<file path="config.mk">
export PLATFORM = sky130hd
export DESIGN_NAME = form_urlencoded_tokenizer_core
export DESIGN_NICKNAME = d
export VERILOG_FILES = /design/src/fut_pkg.sv /design/src/form_urlencoded_tokenizer_core.sv
export SDC_FILE = /design/constraint.sdc
export NUM_CORES = 1
export LEC_CHECK = 0
export BUFFER_PORTS_ARGS = -buffer_cell sky130_fd_sc_hd__buf_4
export CAP_MARGIN = 20
export CORE_ASPECT_RATIO = 1.75
export CORE_UTILIZATION = 55
export CTS_CLUSTER_DIAMETER = 40
export DETAILED_ROUTE_END_ITERATION = 10
export PLACE_DENSITY = 0.79
export SLEW_MARGIN = 20
export SYNTH_ARGS = -nofsm -noshare
export SYNTH_HDL_FRONTEND = slang
export SYNTH_SLANG_ARGS = --single-unit
</file>
<file path="constraint.sdc">
create_clock -name i_clk -period 7.6 [get_ports i_clk]
set_input_delay 0.38 -clock i_clk [delete_from_list [all_inputs] [get_ports i_clk]]
set_output_delay 0.38 -clock i_clk [all_outputs]
set_load 0.05 [all_outputs]
</file>
<file path="src/fut_pkg.sv">
package fut_pkg;

    // Input beat: one raw byte of the form body
    typedef struct packed {
        logic [7:0] in_byte;
        logic       in_last;
    } t_in;

    // Output beat: one decoded byte and/or part boundary flags
    typedef struct packed {
        logic [7:0] out_byte;
        logic       byte_valid;
        logic       in_value;
        logic       key_done;
        logic       pair_done;
        logic       run_last;
    } t_out;

    // Escape tracking codes
    localparam logic [1:0] PEND_NONE  = 2'd0;  // no escape open
    localparam logic [1:0] PEND_PCT   = 2'd1;  // '%' seen
    localparam logic [1:0] PEND_DIGIT = 2'd2;  // '%' and first digit seen

    localparam logic [7:0] CH_PLUS  = 8'h2B;
    localparam logic [7:0] CH_PCT   = 8'h25;
    localparam logic [7:0] CH_AMP   = 8'h26;
    localparam logic [7:0] CH_EQ    = 8'h3D;
    localparam logic [7:0] CH_SPACE = 8'h20;
    localparam logic [7:0] CH_0     = 8'h30;
    localparam logic [7:0] CH_9     = 8'h39;
    localparam logic [7:0] CH_LA    = 8'h61;
    localparam logic [7:0] CH_LF    = 8'h66;
    localparam logic [7:0] CH_UA    = 8'h41;
    localparam logic [7:0] CH_UF    = 8'h46;
    localparam logic [7:0] HEX_TEN  = 8'd10;

    // Hex digit value; anything that is not a hex digit counts as zero
    function automatic logic [3:0] hex_nibble(input logic [7:0] c);
        logic [7:0] v;
        v = 8'd0;
        if (c >= CH_0 && c <= CH_9) begin
            v = c - CH_0;
        end else if (c >= CH_LA && c <= CH_LF) begin
            v = c - CH_LA + HEX_TEN;
        end else if (c >= CH_UA && c <= CH_UF) begin
            v = c - CH_UA + HEX_TEN;
        end
        return v[3:0];
    endfunction

    // '+' decodes to a space, all else passes
    function automatic logic [7:0] plain_byte(input logic [7:0] c);
        return (c == CH_PLUS) ? CH_SPACE : c;
    endfunction

    // Build one result beat; run_last is patched in by the caller
    function automatic t_out mk_res(input logic [7:0] b, input logic valid,
                                    input logic inval, input logic kd,
                                    input logic pd);
        t_out r;
        r.out_byte   = valid ? b : 8'd0;
        r.byte_valid = valid;
        r.in_value   = inval;
        r.key_done   = kd;
        r.pair_done  = pd;
        r.run_last   = 1'b0;
        return r;
    endfunction

endpackage

</file>
<file path="src/form_urlencoded_tokenizer_core.sv">
// Channel | Direction | Handshake                  | Payload
// in      | input     | i_in_valid / o_in_ready    | i_in  (t_in: byte, last flag)
// out     | output    | o_out_valid / i_out_ready  | o_out (t_out: decoded byte, flags)
//
// One input beat per cycle while the queue has room (o_in_ready); decode is a
// single combinational pass from the accepted byte and escape state into a
// 3-entry result queue. An input beat makes 0, 1 or 2 result beats; a
// two-result beat fills two queue entries, and the input may stall while
// they drain. Results are registered in the queue before reaching o_out.
// Reset (synchronous, active low) empties the queue and clears escape state.
// o_in_ready depends only on queue occupancy, never on i_out_ready.
module form_urlencoded_tokenizer_core
    import fut_pkg::*;
(
    input  logic i_clk,
    input  logic i_rst_n,
    input  logic i_in_valid,
    output logic o_in_ready,
    input  t_in  i_in,
    output logic o_out_valid,
    input  logic i_out_ready,
    output t_out o_out
);

    localparam int QDEPTH = 3;

    logic [1:0] r_pcnt, n_pcnt;
    logic [7:0] r_pdig, n_pdig;
    logic       r_vpart, n_vpart;

    t_out       r_q [QDEPTH];
    logic [1:0] r_wr, r_rd, r_cnt;
    logic [1:0] wr_nxt, rd_nxt, wr_p2;

    logic       acc, pop;
    logic [1:0] n_push;
    t_out       res0, res1;

    logic [7:0] b;
    logic       last, amp, keyend, kd, pd, iv;

    assign acc        = i_in_valid && o_in_ready;
    assign pop        = o_out_valid && i_out_ready;
    assign o_in_ready = (r_cnt <= 2'd1);
    assign o_out_valid = (r_cnt != 2'd0);
    assign o_out      = r_q[r_rd];

    // Decode one byte against the escape state
    always_comb begin
        b       = i_in.in_byte;
        last    = i_in.in_last;
        amp     = (b == CH_AMP);
        keyend  = (b == CH_EQ) && !r_vpart;
        kd      = keyend;
        pd      = amp || last;
        iv      = keyend ? 1'b0 : r_vpart;
        n_pcnt  = r_pcnt;
        n_pdig  = r_pdig;
        n_vpart = r_vpart;
        n_push  = 2'd0;
        res0    = '0;
        res1    = '0;

        if (amp || keyend) begin
            // part terminator; flush a cut-short escape literally
            case (r_pcnt)
                PEND_NONE: begin
                    res0   = mk_res(8'd0, 1'b0, iv, kd, pd);
                    n_push = 2'd1;
                end
                PEND_PCT: begin
                    res0   = mk_res(CH_PCT, 1'b1, iv, kd, pd);
                    n_push = 2'd1;
                end
                default: begin
                    res0   = mk_res(CH_PCT, 1'b1, iv, 1'b0, 1'b0);
                    res1   = mk_res(plain_byte(r_pdig), 1'b1, iv, kd, pd);
                    n_push = 2'd2;
                end
            endcase
            n_pcnt  = PEND_NONE;
            n_pdig  = 8'd0;
            n_vpart = !amp;
        end else begin
            case (r_pcnt)
                PEND_NONE: begin
                    if (b == CH_PCT) begin
                        if (last) begin
                            res0   = mk_res(CH_PCT, 1'b1, r_vpart, 1'b0, 1'b1);
                            n_push = 2'd1;
                        end else begin
                            n_pcnt = PEND_PCT;
                        end
                    end else begin
                        res0   = mk_res(plain_byte(b), 1'b1, r_vpart, 1'b0, last);
                        n_push = 2'd1;
                    end
                end
                PEND_PCT: begin
                    if (last) begin
                        res0   = mk_res(CH_PCT, 1'b1, r_vpart, 1'b0, 1'b0);
                        res1   = mk_res(plain_byte(b), 1'b1, r_vpart, 1'b0, 1'b1);
                        n_push = 2'd2;
                        n_pcnt = PEND_NONE;
                    end else begin
                        n_pdig = b;
                        n_pcnt = PEND_DIGIT;
                    end
                end
                default: begin
                    res0   = mk_res({hex_nibble(r_pdig), hex_nibble(b)}, 1'b1,
                                    r_vpart, 1'b0, last);
                    n_push = 2'd1;
                    n_pcnt = PEND_NONE;
                    n_pdig = 8'd0;
                end
            endcase
        end

        // end of body returns all state to reset
        if (last) begin
            n_pcnt  = PEND_NONE;
            n_pdig  = 8'd0;
            n_vpart = 1'b0;
        end

        // tag the final result of this beat
        if (n_push == 2'd1) begin
            res0.run_last = 1'b1;
        end else if (n_push == 2'd2) begin
            res1.run_last = 1'b1;
        end
    end

    // Queue pointer arithmetic, modulo depth
    always_comb begin
        wr_nxt = (r_wr == 2'(QDEPTH - 1)) ? 2'd0 : r_wr + 2'd1;
        wr_p2  = (wr_nxt == 2'(QDEPTH - 1)) ? 2'd0 : wr_nxt + 2'd1;
        rd_nxt = (r_rd == 2'(QDEPTH - 1)) ? 2'd0 : r_rd + 2'd1;
    end

    // Escape state
    always_ff @(posedge i_clk) begin
        if (!i_rst_n) begin
            r_pcnt  <= PEND_NONE;
            r_pdig  <= 8'd0;
            r_vpart <= 1'b0;
        end else if (acc) begin
            r_pcnt  <= n_pcnt;
            r_pdig  <= n_pdig;
            r_vpart <= n_vpart;
        end
    end

    // Result queue storage
    always_ff @(posedge i_clk) begin
        if (acc && n_push != 2'd0) begin
            r_q[r_wr] <= res0;
        end
        if (acc && n_push == 2'd2) begin
            r_q[wr_nxt] <= res1;
        end
    end

    // Result queue control
    always_ff @(posedge i_clk) begin
        if (!i_rst_n) begin
            r_wr  <= 2'd0;
            r_rd  <= 2'd0;
            r_cnt <= 2'd0;
        end else begin
            if (acc && n_push == 2'd1) begin
                r_wr <= wr_nxt;
            end else if (acc && n_push == 2'd2) begin
                r_wr <= wr_p2;
            end
            if (pop) begin
                r_rd <= rd_nxt;
            end
            r_cnt <= r_cnt + (acc ? n_push : 2'd0) - {1'b0, pop};
        end
    end

    // Escape counter never takes the unused code
    a_pcnt_legal: assert property (@(posedge i_clk) disable iff (!i_rst_n)
        r_pcnt != 2'd3)
        else $error("escape counter in unused code");

    // A body end leaves the tokenizer in its reset state
    a_last_clears: assert property (@(posedge i_clk) disable iff (!i_rst_n)
        (acc && i_in.in_last) |=> (r_pcnt == PEND_NONE && !r_vpart && r_pdig == 8'd0))
        else $error("state not cleared after last byte");

    // A body end always produces at least one result carrying pair_done
    a_last_closes: assert property (@(posedge i_clk) disable iff (!i_rst_n)
        (acc && i_in.in_last) |-> (n_push != 2'd0 &&
            ((n_push == 2'd1 && res0.pair_done) || (n_push == 2'd2 && res1.pair_done))))
        else $error("last byte did not close the pair");

    // Beat with two results marks only the second as final
    a_two_run_last: assert property (@(posedge i_clk) disable iff (!i_rst_n)
        (acc && n_push == 2'd2) |-> (!res0.run_last && res1.run_last))
        else $error("run_last misplaced on two-result beat");

    // Queue occupancy tracks pushes and pops
    a_cnt_track: assert property (@(posedge i_clk) disable iff (!i_rst_n)
        (!acc && !pop) |=> $stable(r_cnt))
        else $error("queue count moved without push or pop");

endmodule
</file>
==> results by group, run 1 <==
Logic synthesis
  – Seq/Total Area, Yosys: 44.29%
  – Synth warn: 0
  – Post-Synthesis Mean Instance Area: roughly 10 µm²
  – Number of synthesized flops with an enable pin: 39
  – Seq cells post-synth: 58
  – Cell Area, Synth: around 3500 µm²
  – Async SR Flop Fraction: 0%
  – Most common flop cell mapped by yosys: edfxtp_1
  – Synth unique cells: 66
  – Post-synth net total: 381
  – Cells after Synth: 358

STA
  – Slew Limit Headroom: 43.30%
  – Final setup TNS: 0 ns
  – Final period utilization: 42.23%
  – Shortest period the worst path allows: 3.210 ns
  – Max Fclk: 0.3116 GHz
  – RSZ-0062 raised after global routing: no
  – Setup violators final: 0
  – Worst Tran Pin Value: 0.8493 ns
  – Final Slew Violations: 0
  – Setup Skew: 0.01109 ns
  – Final Hold Viols: 0

Die
  – Die Y: 107.6 µm
  – Die area: between 6000 and 7000 µm²
  – Die W: between 60 and 70 µm
  – Ports: 28
  – Row cnt: 38
  – Core Area: 6181 µm²
  – Initial core utilization: 56.68%

Setup path
  – Crit-path max FO: 15
  – Critical path startpoint category: input port
  – WS Path Type: in -> reg
  – WP data arrival: ~3.4 ns
  – Setup crit end kind: flip-flop
  – Worst Path Required: between 7 and 8 ns

CTS
  – Clk buf depth: 2
  – CTS tree: yes
  – # clock sinks: 58
  – Post-CTS setup buffers: 0
  – CTS clk-pin slew, worst paths: 0.07 ns
  – Worst-Skew Late Latency: 0.34 ns
  – Post-CTS Hold Fix Bufs: 0
  – CTS Buf Count: 9
  – H-tree levels: 3
  – Cts repair resizes: 0
  – Root Buffer: clkbuf_8

GRT
  – Largest net degree at the start of global routing: 27
  – Vias in the first global route: about 2800
  – Global-route wire length before repair: 13690 µm
  – GR Util met3: 5.720%
  – Total grt overflow: 0
  – GR Util met2: a little under half
  – Total GRT Usage: 26.80%
  – Met1 global-route usage: 28.77%
  – Initial antenna violation count: 0
  – Most Crowded Layer GR: met2

Placed design
  – I/O Buffers: 27
  – Routability cong.: 0.9883
  – DP HPWL: ~6100 µm
  – Placed Cells: between 400 and 500

Layout
  – Non-filler cells in the finished layout: 463
  – Fin nets: 401
  – Final core occ: 63.70%
  – Area Overhead vs Synth: 12.39%
  – Diodes inserted: 0
  – Share of layout cells above drive strength 1: 15.67%
  – Fill cells: 528

Detailed routing
  – DRT antenna net count: 0
  – DRT Pass-1 Iters: 5
  – # DRC: 0
  – Final Routed Wirelength: 8330 µm
  – DR iter-0 viols: 199
  – WL per Instance: 17.99 µm
  – Vias per cell: 6.387
  – Routed via count: around 3000

Hold path
  – Worst Hold Class: in -> reg

Power and ir drop
  – Pwr dens: approximately 270 nW/µm²
  – Leak pwr: 1.413 nW
  – Peak VDD IR: 0.0001299 V

Job
  – MaxCap Viol Count: 0

Outcome
  – Outcome: finished, final reports clean
-- worst max-delay path, stage by stage --
cell	delay (ns)
buf_4	0.15
inv_1	0.12
ha_1	0.17
or3b_1	0.44
a21oi_4	0.40
o32ai_1	0.24
or3_1	0.41
ha_1	0.28
inv_1	0.04
ha_1	0.18
xnor2_1	0.29
nor4_1	0.11
a31oi_1	0.15
nand3_1	0.09
-- per-layer routing --
layer / up-vias / share of wire (%)
met1: 1361 / 36
met2: 147 / 53
met3: 31 / 6.6
met4: 0 / 4.1
li1: 1418 / -
met5: - / 0
-- Yosys cell counts (5+ instances only) --
library cell | instances | share of area [%]
nand3_1 | 12 | 1.7
a21oi_1 | 19 | 2.7
nand2_1 | 32 | 3.4
edfxtp_1 | 39 | 33
clkbuf_1 | 12 | 1.3
buf_2 | 5 | 0.71
o211ai_1 | 7 | 1.5
nor2b_1 | 6 | 1.1
ha_1 | 10 | 3.6
a21o_1 | 6 | 1.3
dfxtp_1 | 19 | 11
a22o_1 | 13 | 3.3
o21ai_0 | 37 | 5.3
a31oi_1 | 9 | 1.6
nor2_1 | 13 | 1.4
o21a_1 | 7 | 1.5
mux2i_1 | 14 | 4.0
nor3_1 | 5 | 0.71
inv_1 | 12 | 1.3
-- power breakdown --
| group | switching (mW) | total [mW] | internal, mW |
|---|---|---|---|
| clock | 0.121 | 0.279 | 0.158 |
| sequential | 0.0350 | 0.425 | 0.390 |
| combinational | 0.246 | 0.369 | 0.123 |
-- kinds of logic (layout without fill, tap and decap cells) --
kind of cell	after synthesis	after routing	synth area share, %
buffers and inverters	33	58	3.857
xor gates and xnor gates	1	1	0.2500
and+or+nand+nor	112	112	18.75
adders and majority gates	10	10	3.571
muxes	14	14	4.000
DFF	58	58	44.29
AOI/OAI and AO/OA	130	130	25.29
-- through the flow --
stage	instance area [µm²]	total power, mW	hold slack (ns)	setup slack [ns]
3_3_place_gp	3739	0.7922	0.4710	4.177
4_1_cts	3934	1.074	0.3211	4.384
5_1_grt	3938	1.122	0.3414	4.239
6_report	3938	1.073	0.3228	4.390
2_1_floorplan	3503	0.6937	0.4600	4.519
3_5_place_dp	3739	0.7983	0.4997	4.028
-- cell type report --
| class | count | area (µm²) | share of cell area, % |
|---|---|---|---|
| Multi-Input combinational cell | 267 | 1821 | 46.23 |
| Tap cell | 80 | 100.1 | 2.542 |
| Clock buffer | 11 | 141.4 | 3.591 |
| Clock inverter | 5 | 53.80 | 1.366 |
| Inverter | 12 | 45.04 | 1.144 |
| Sequential cell | 58 | 1551 | 39.40 |
| Timing Repair Buffer | 30 | 225.2 | 5.720 |
-- sequential cells by signal, indices dropped and copies added (netlist names), named ones only --
name     cells
r_vpart      1
r_wr         2
r_q         39
r_pcnt       2
r_cnt        2
r_pdig       8
r_rd         2
-- path summary, 6_finish.rpt --
| check | from | end | slack, ns | depth (start not counted) |
|---|---|---|---|---|
| max | i_in[1] | r_cnt[1] | 4.39 | 14 |
| min | i_in[6] | r_pdig[5] | 0.32 | 2 |
| max reg2reg | r_pcnt[1] | r_cnt[1] | 4.46 | 10 |
| min reg2reg | r_rd[0] | r_rd[1] | 0.50 | 2 |
-- placed cells by master, fill, tap and decap left out, drive strengths merged, types with 7 or more instances in the layout --
cell type  instances
dfxtp             19
nand2             32
edfxtp            39
a22o              13
a21oi             20
ha                10
inv               12
buf               30
o211ai             8
clkbuf            11
mux2i             14
o21a               7
nor2              13
a31oi              9
o21ai             39
nand3             12
Note: power is estimated with default switching activity, not from simulation.
==> run 2, diff against run 1 <==
Clock period 7.6 ns to 3.02 ns, I/O delays scaled along.
==> results by group, run 2 (same netlist as run 1, synthesis figures left out) <==
Outcome
  – Outcome: finished, final reports clean (unchanged)

Die
  – Die Y: 107.6 µm (unchanged)
  – Initial core utilization: 56.68% (unchanged)
  – Die W: 62.33 µm (unchanged)
  – Row cnt: 38 (unchanged)
  – Core Area: 6181 µm² (unchanged)
  – Ports: 28 (unchanged)
  – Die area: 6705 µm² (unchanged)

Setup path
  – Worst R2R Start: r_vpart (was r_pcnt[1])
  – Worst Path Required: 3.25 ns (was 7.83 ns)
  – Critical path startpoint category: flip-flop (was input port)
  – Crit-path max FO: 4 (was 15)
  – Setup crit end kind: flip-flop (unchanged)
  – WS Path Type: reg -> reg (was in -> reg)
  – FF-to-FF path depth: 13 (was 10)
  – FF-to-FF End: r_cnt[1] (unchanged)
  – WP data arrival: 2.91 ns (was 3.44 ns)
  – Reg2reg setup slack: 0.34 ns (was 4.46 ns)

STA
  – RSZ-0062 raised after global routing: no (unchanged)
  – Final period utilization: approximately nine tenths
  – Final setup TNS: 0 ns (unchanged)
  – Worst Hold Slack: 0.1008 ns (was 0.3228 ns)
  – Worst Tran Pin Value: 0.8356 ns (was 0.8493 ns)
  – Worst setup margin: 0.3356 ns (was 4.390 ns)
  – Setup Skew: 0.01116 ns (was 0.01109 ns)
  – Max Fclk: 0.3725 GHz
  – Final Slew Violations: 0 (unchanged)
  – Shortest period the worst path allows: between 2 and 3 ns
  – Final Hold Viols: 0 (unchanged)
  – Setup violators final: 0 (unchanged)
  – Slew Limit Headroom: 42.85% (was 43.30%)

Placed design
  – DP HPWL: 6480 µm (was 6110 µm)
  – Placed Cells: 461 (was 447)
  – Dpl ws: 0.004841 ns (was 4.028 ns)
  – Post-DP Area: 3844 µm² (was 3739 µm²)
  – Routability cong.: 0.8954 (was 0.9883)
  – I/O Buffers: 27 (unchanged)

GRT
  – Total grt overflow: 0 (unchanged)
  – Initial antenna violation count: 0 (unchanged)
  – Global-route wire length before repair: 13970 µm (was 13690 µm)
  – Largest net degree at the start of global routing: 27 (unchanged)
  – Vias in the first global route: 2857 (was 2769)
  – Total GRT Usage: 27.38% (was 26.80%)

Layout
  – Design area: 4015 µm² (was 3938 µm²)
  – Non-filler cells in the finished layout: 477 (was 463)
  – Largest regs: r_q: 39 flops, r_pdig: 8 flops (unchanged)
  – Most flop-heavy register: r_q (unchanged)
  – Max FFs per register: 39 (unchanged)
  – Fin nets: 415 (was 401)
  – Commonest cells after routing, fill and taps aside: buf_4 (44), edfxtp_1 (39), o21ai_0 (37) (was edfxtp_1 (39), o21ai_0 (37), nand2_1 (32))
  – Area Overhead vs Synth: 14.61% (was 12.39%)
  – Diodes inserted: 0 (unchanged)
  – Most common cell after layout, fill and taps aside: buf_4 (was edfxtp_1)
  – Fill cells: 506 (was 528)
  – Final core occ: 64.96% (was 63.70%)
  – Share of layout cells above drive strength 1: 18.64% (was 15.67%)

CTS
  – # clock sinks: 58 (unchanged)
  – CTS Buf Count: 9 (unchanged)
  – Root Buffer: clkbuf_8 (unchanged)
  – H-tree levels: 3 (unchanged)
  – Post-CTS setup buffers: 0 (unchanged)
  – Worst-Skew Late Latency: 0.34 ns (about the same)
  – CTS clk-pin slew, worst paths: 0.07 ns (about the same)
  – Clk buf depth: 2 (unchanged)
  – Post-CTS Hold Fix Bufs: 0 (unchanged)
  – Cts repair resizes: 0 (unchanged)
  – CTS tree: yes (unchanged)

Hold path
  – Hold endpoint: r_cnt[1] (was r_pdig[5])
  – Worst Hold Class: in -> reg (unchanged)
  – Hold depth: 3 (was 2)
  – Min-delay src: i_in_valid (was i_in[6])

Detailed routing
  – WL per Instance: 17.99 µm (about the same)
  – DRT antenna net count: 0 (unchanged)
  – # DRC: 0 (unchanged)
  – DR iter-0 viols: 152 (was 199)
  – Final Routed Wirelength: 8582 µm (was 8330 µm)
  – Routed via count: 3021 (was 2957)
  – Vias per cell: 6.333 (was 6.387)
  – DRT Pass-1 Iters: 5 (unchanged)

Power and ir drop
  – Leak pwr: 1.475 nW (was 1.413 nW)
  – Peak VDD IR: 0.0003265 V (was 0.0001299 V)
  – Pwr dens: 655.0 nW/µm² (was 272.4 nW/µm²)
  – Overall Power: 2.630 mW (was 1.073 mW)

Job
  – MaxCap Viol Count: 0 (unchanged)
## run 2: cell count changes in the layout (fill, tap and decap cells not counted)
cell / delta
a21oi_1: +1
a21oi_2: -1
buf_4: +14
bufinv_16: -1
clkinv_1: -1
clkinv_2: +2
## run 2: layer usage
metal | vias up | GRT usage (%) | share of wire (%)
met1 | 1429 | 29.03 | 38
met5 | - | 0 | 0
met2 | 121 | 49.14 | 53
met3 | 38 | 5.508 | 4.3
met4 | 0 | 17.11 | 4.8
li1 | 1433 | - | -
## run 2: report_power, final
| part | internal [mW] | leakage [nW] | switching (mW) |
|---|---|---|---|
| clock network | 0.315 | 0.0851 | 0.307 |
| registers | 0.980 | 0.511 | 0.0814 |
| logic | 0.320 | 0.879 | 0.626 |
## run 2: worst max-delay path by stage
stage / startpoint / endpoint / slack [ns] / cells after the start
detailed placement: i_in[2] / r_cnt[1] / 0.005 / 16
global route: i_in[2] / r_cnt[1] / 0.12 / 16
finish: r_vpart / r_cnt[1] / 0.34 / 13
CTS: r_vpart / r_cnt[1] / 0.35 / 13
floorplan: i_in[1] / r_cnt[1] / 0.17 / 13
global placement: i_in[2] / r_cnt[1] / 0.10 / 15
## run 2: layout make-up
cell class              instances  area [µm²]  share of cell area (%)
flip-flops and latches         58        1551                   38.64
multi-input cells             267        1817                   45.25
clock inverters                 5       30.03                  0.7479
well taps                      80       100.1                   2.493
inverters                      12       45.04                   1.122
repair buffers                 44       330.3                   8.227
clock buffers                  11       141.4                   3.521
## run 2: worst max-delay path, stage by stage, from the launching register on
cell	delay, ns
dfxtp_1	0.32
nand4b_1	0.25
buf_4	0.20
nand2_1	0.07
o32ai_1	0.13
buf_4	0.17
or3_1	0.34
ha_1	0.27
inv_1	0.04
ha_1	0.18
xnor2_1	0.27
nor4_1	0.08
a31oi_1	0.17
nand3_1	0.09
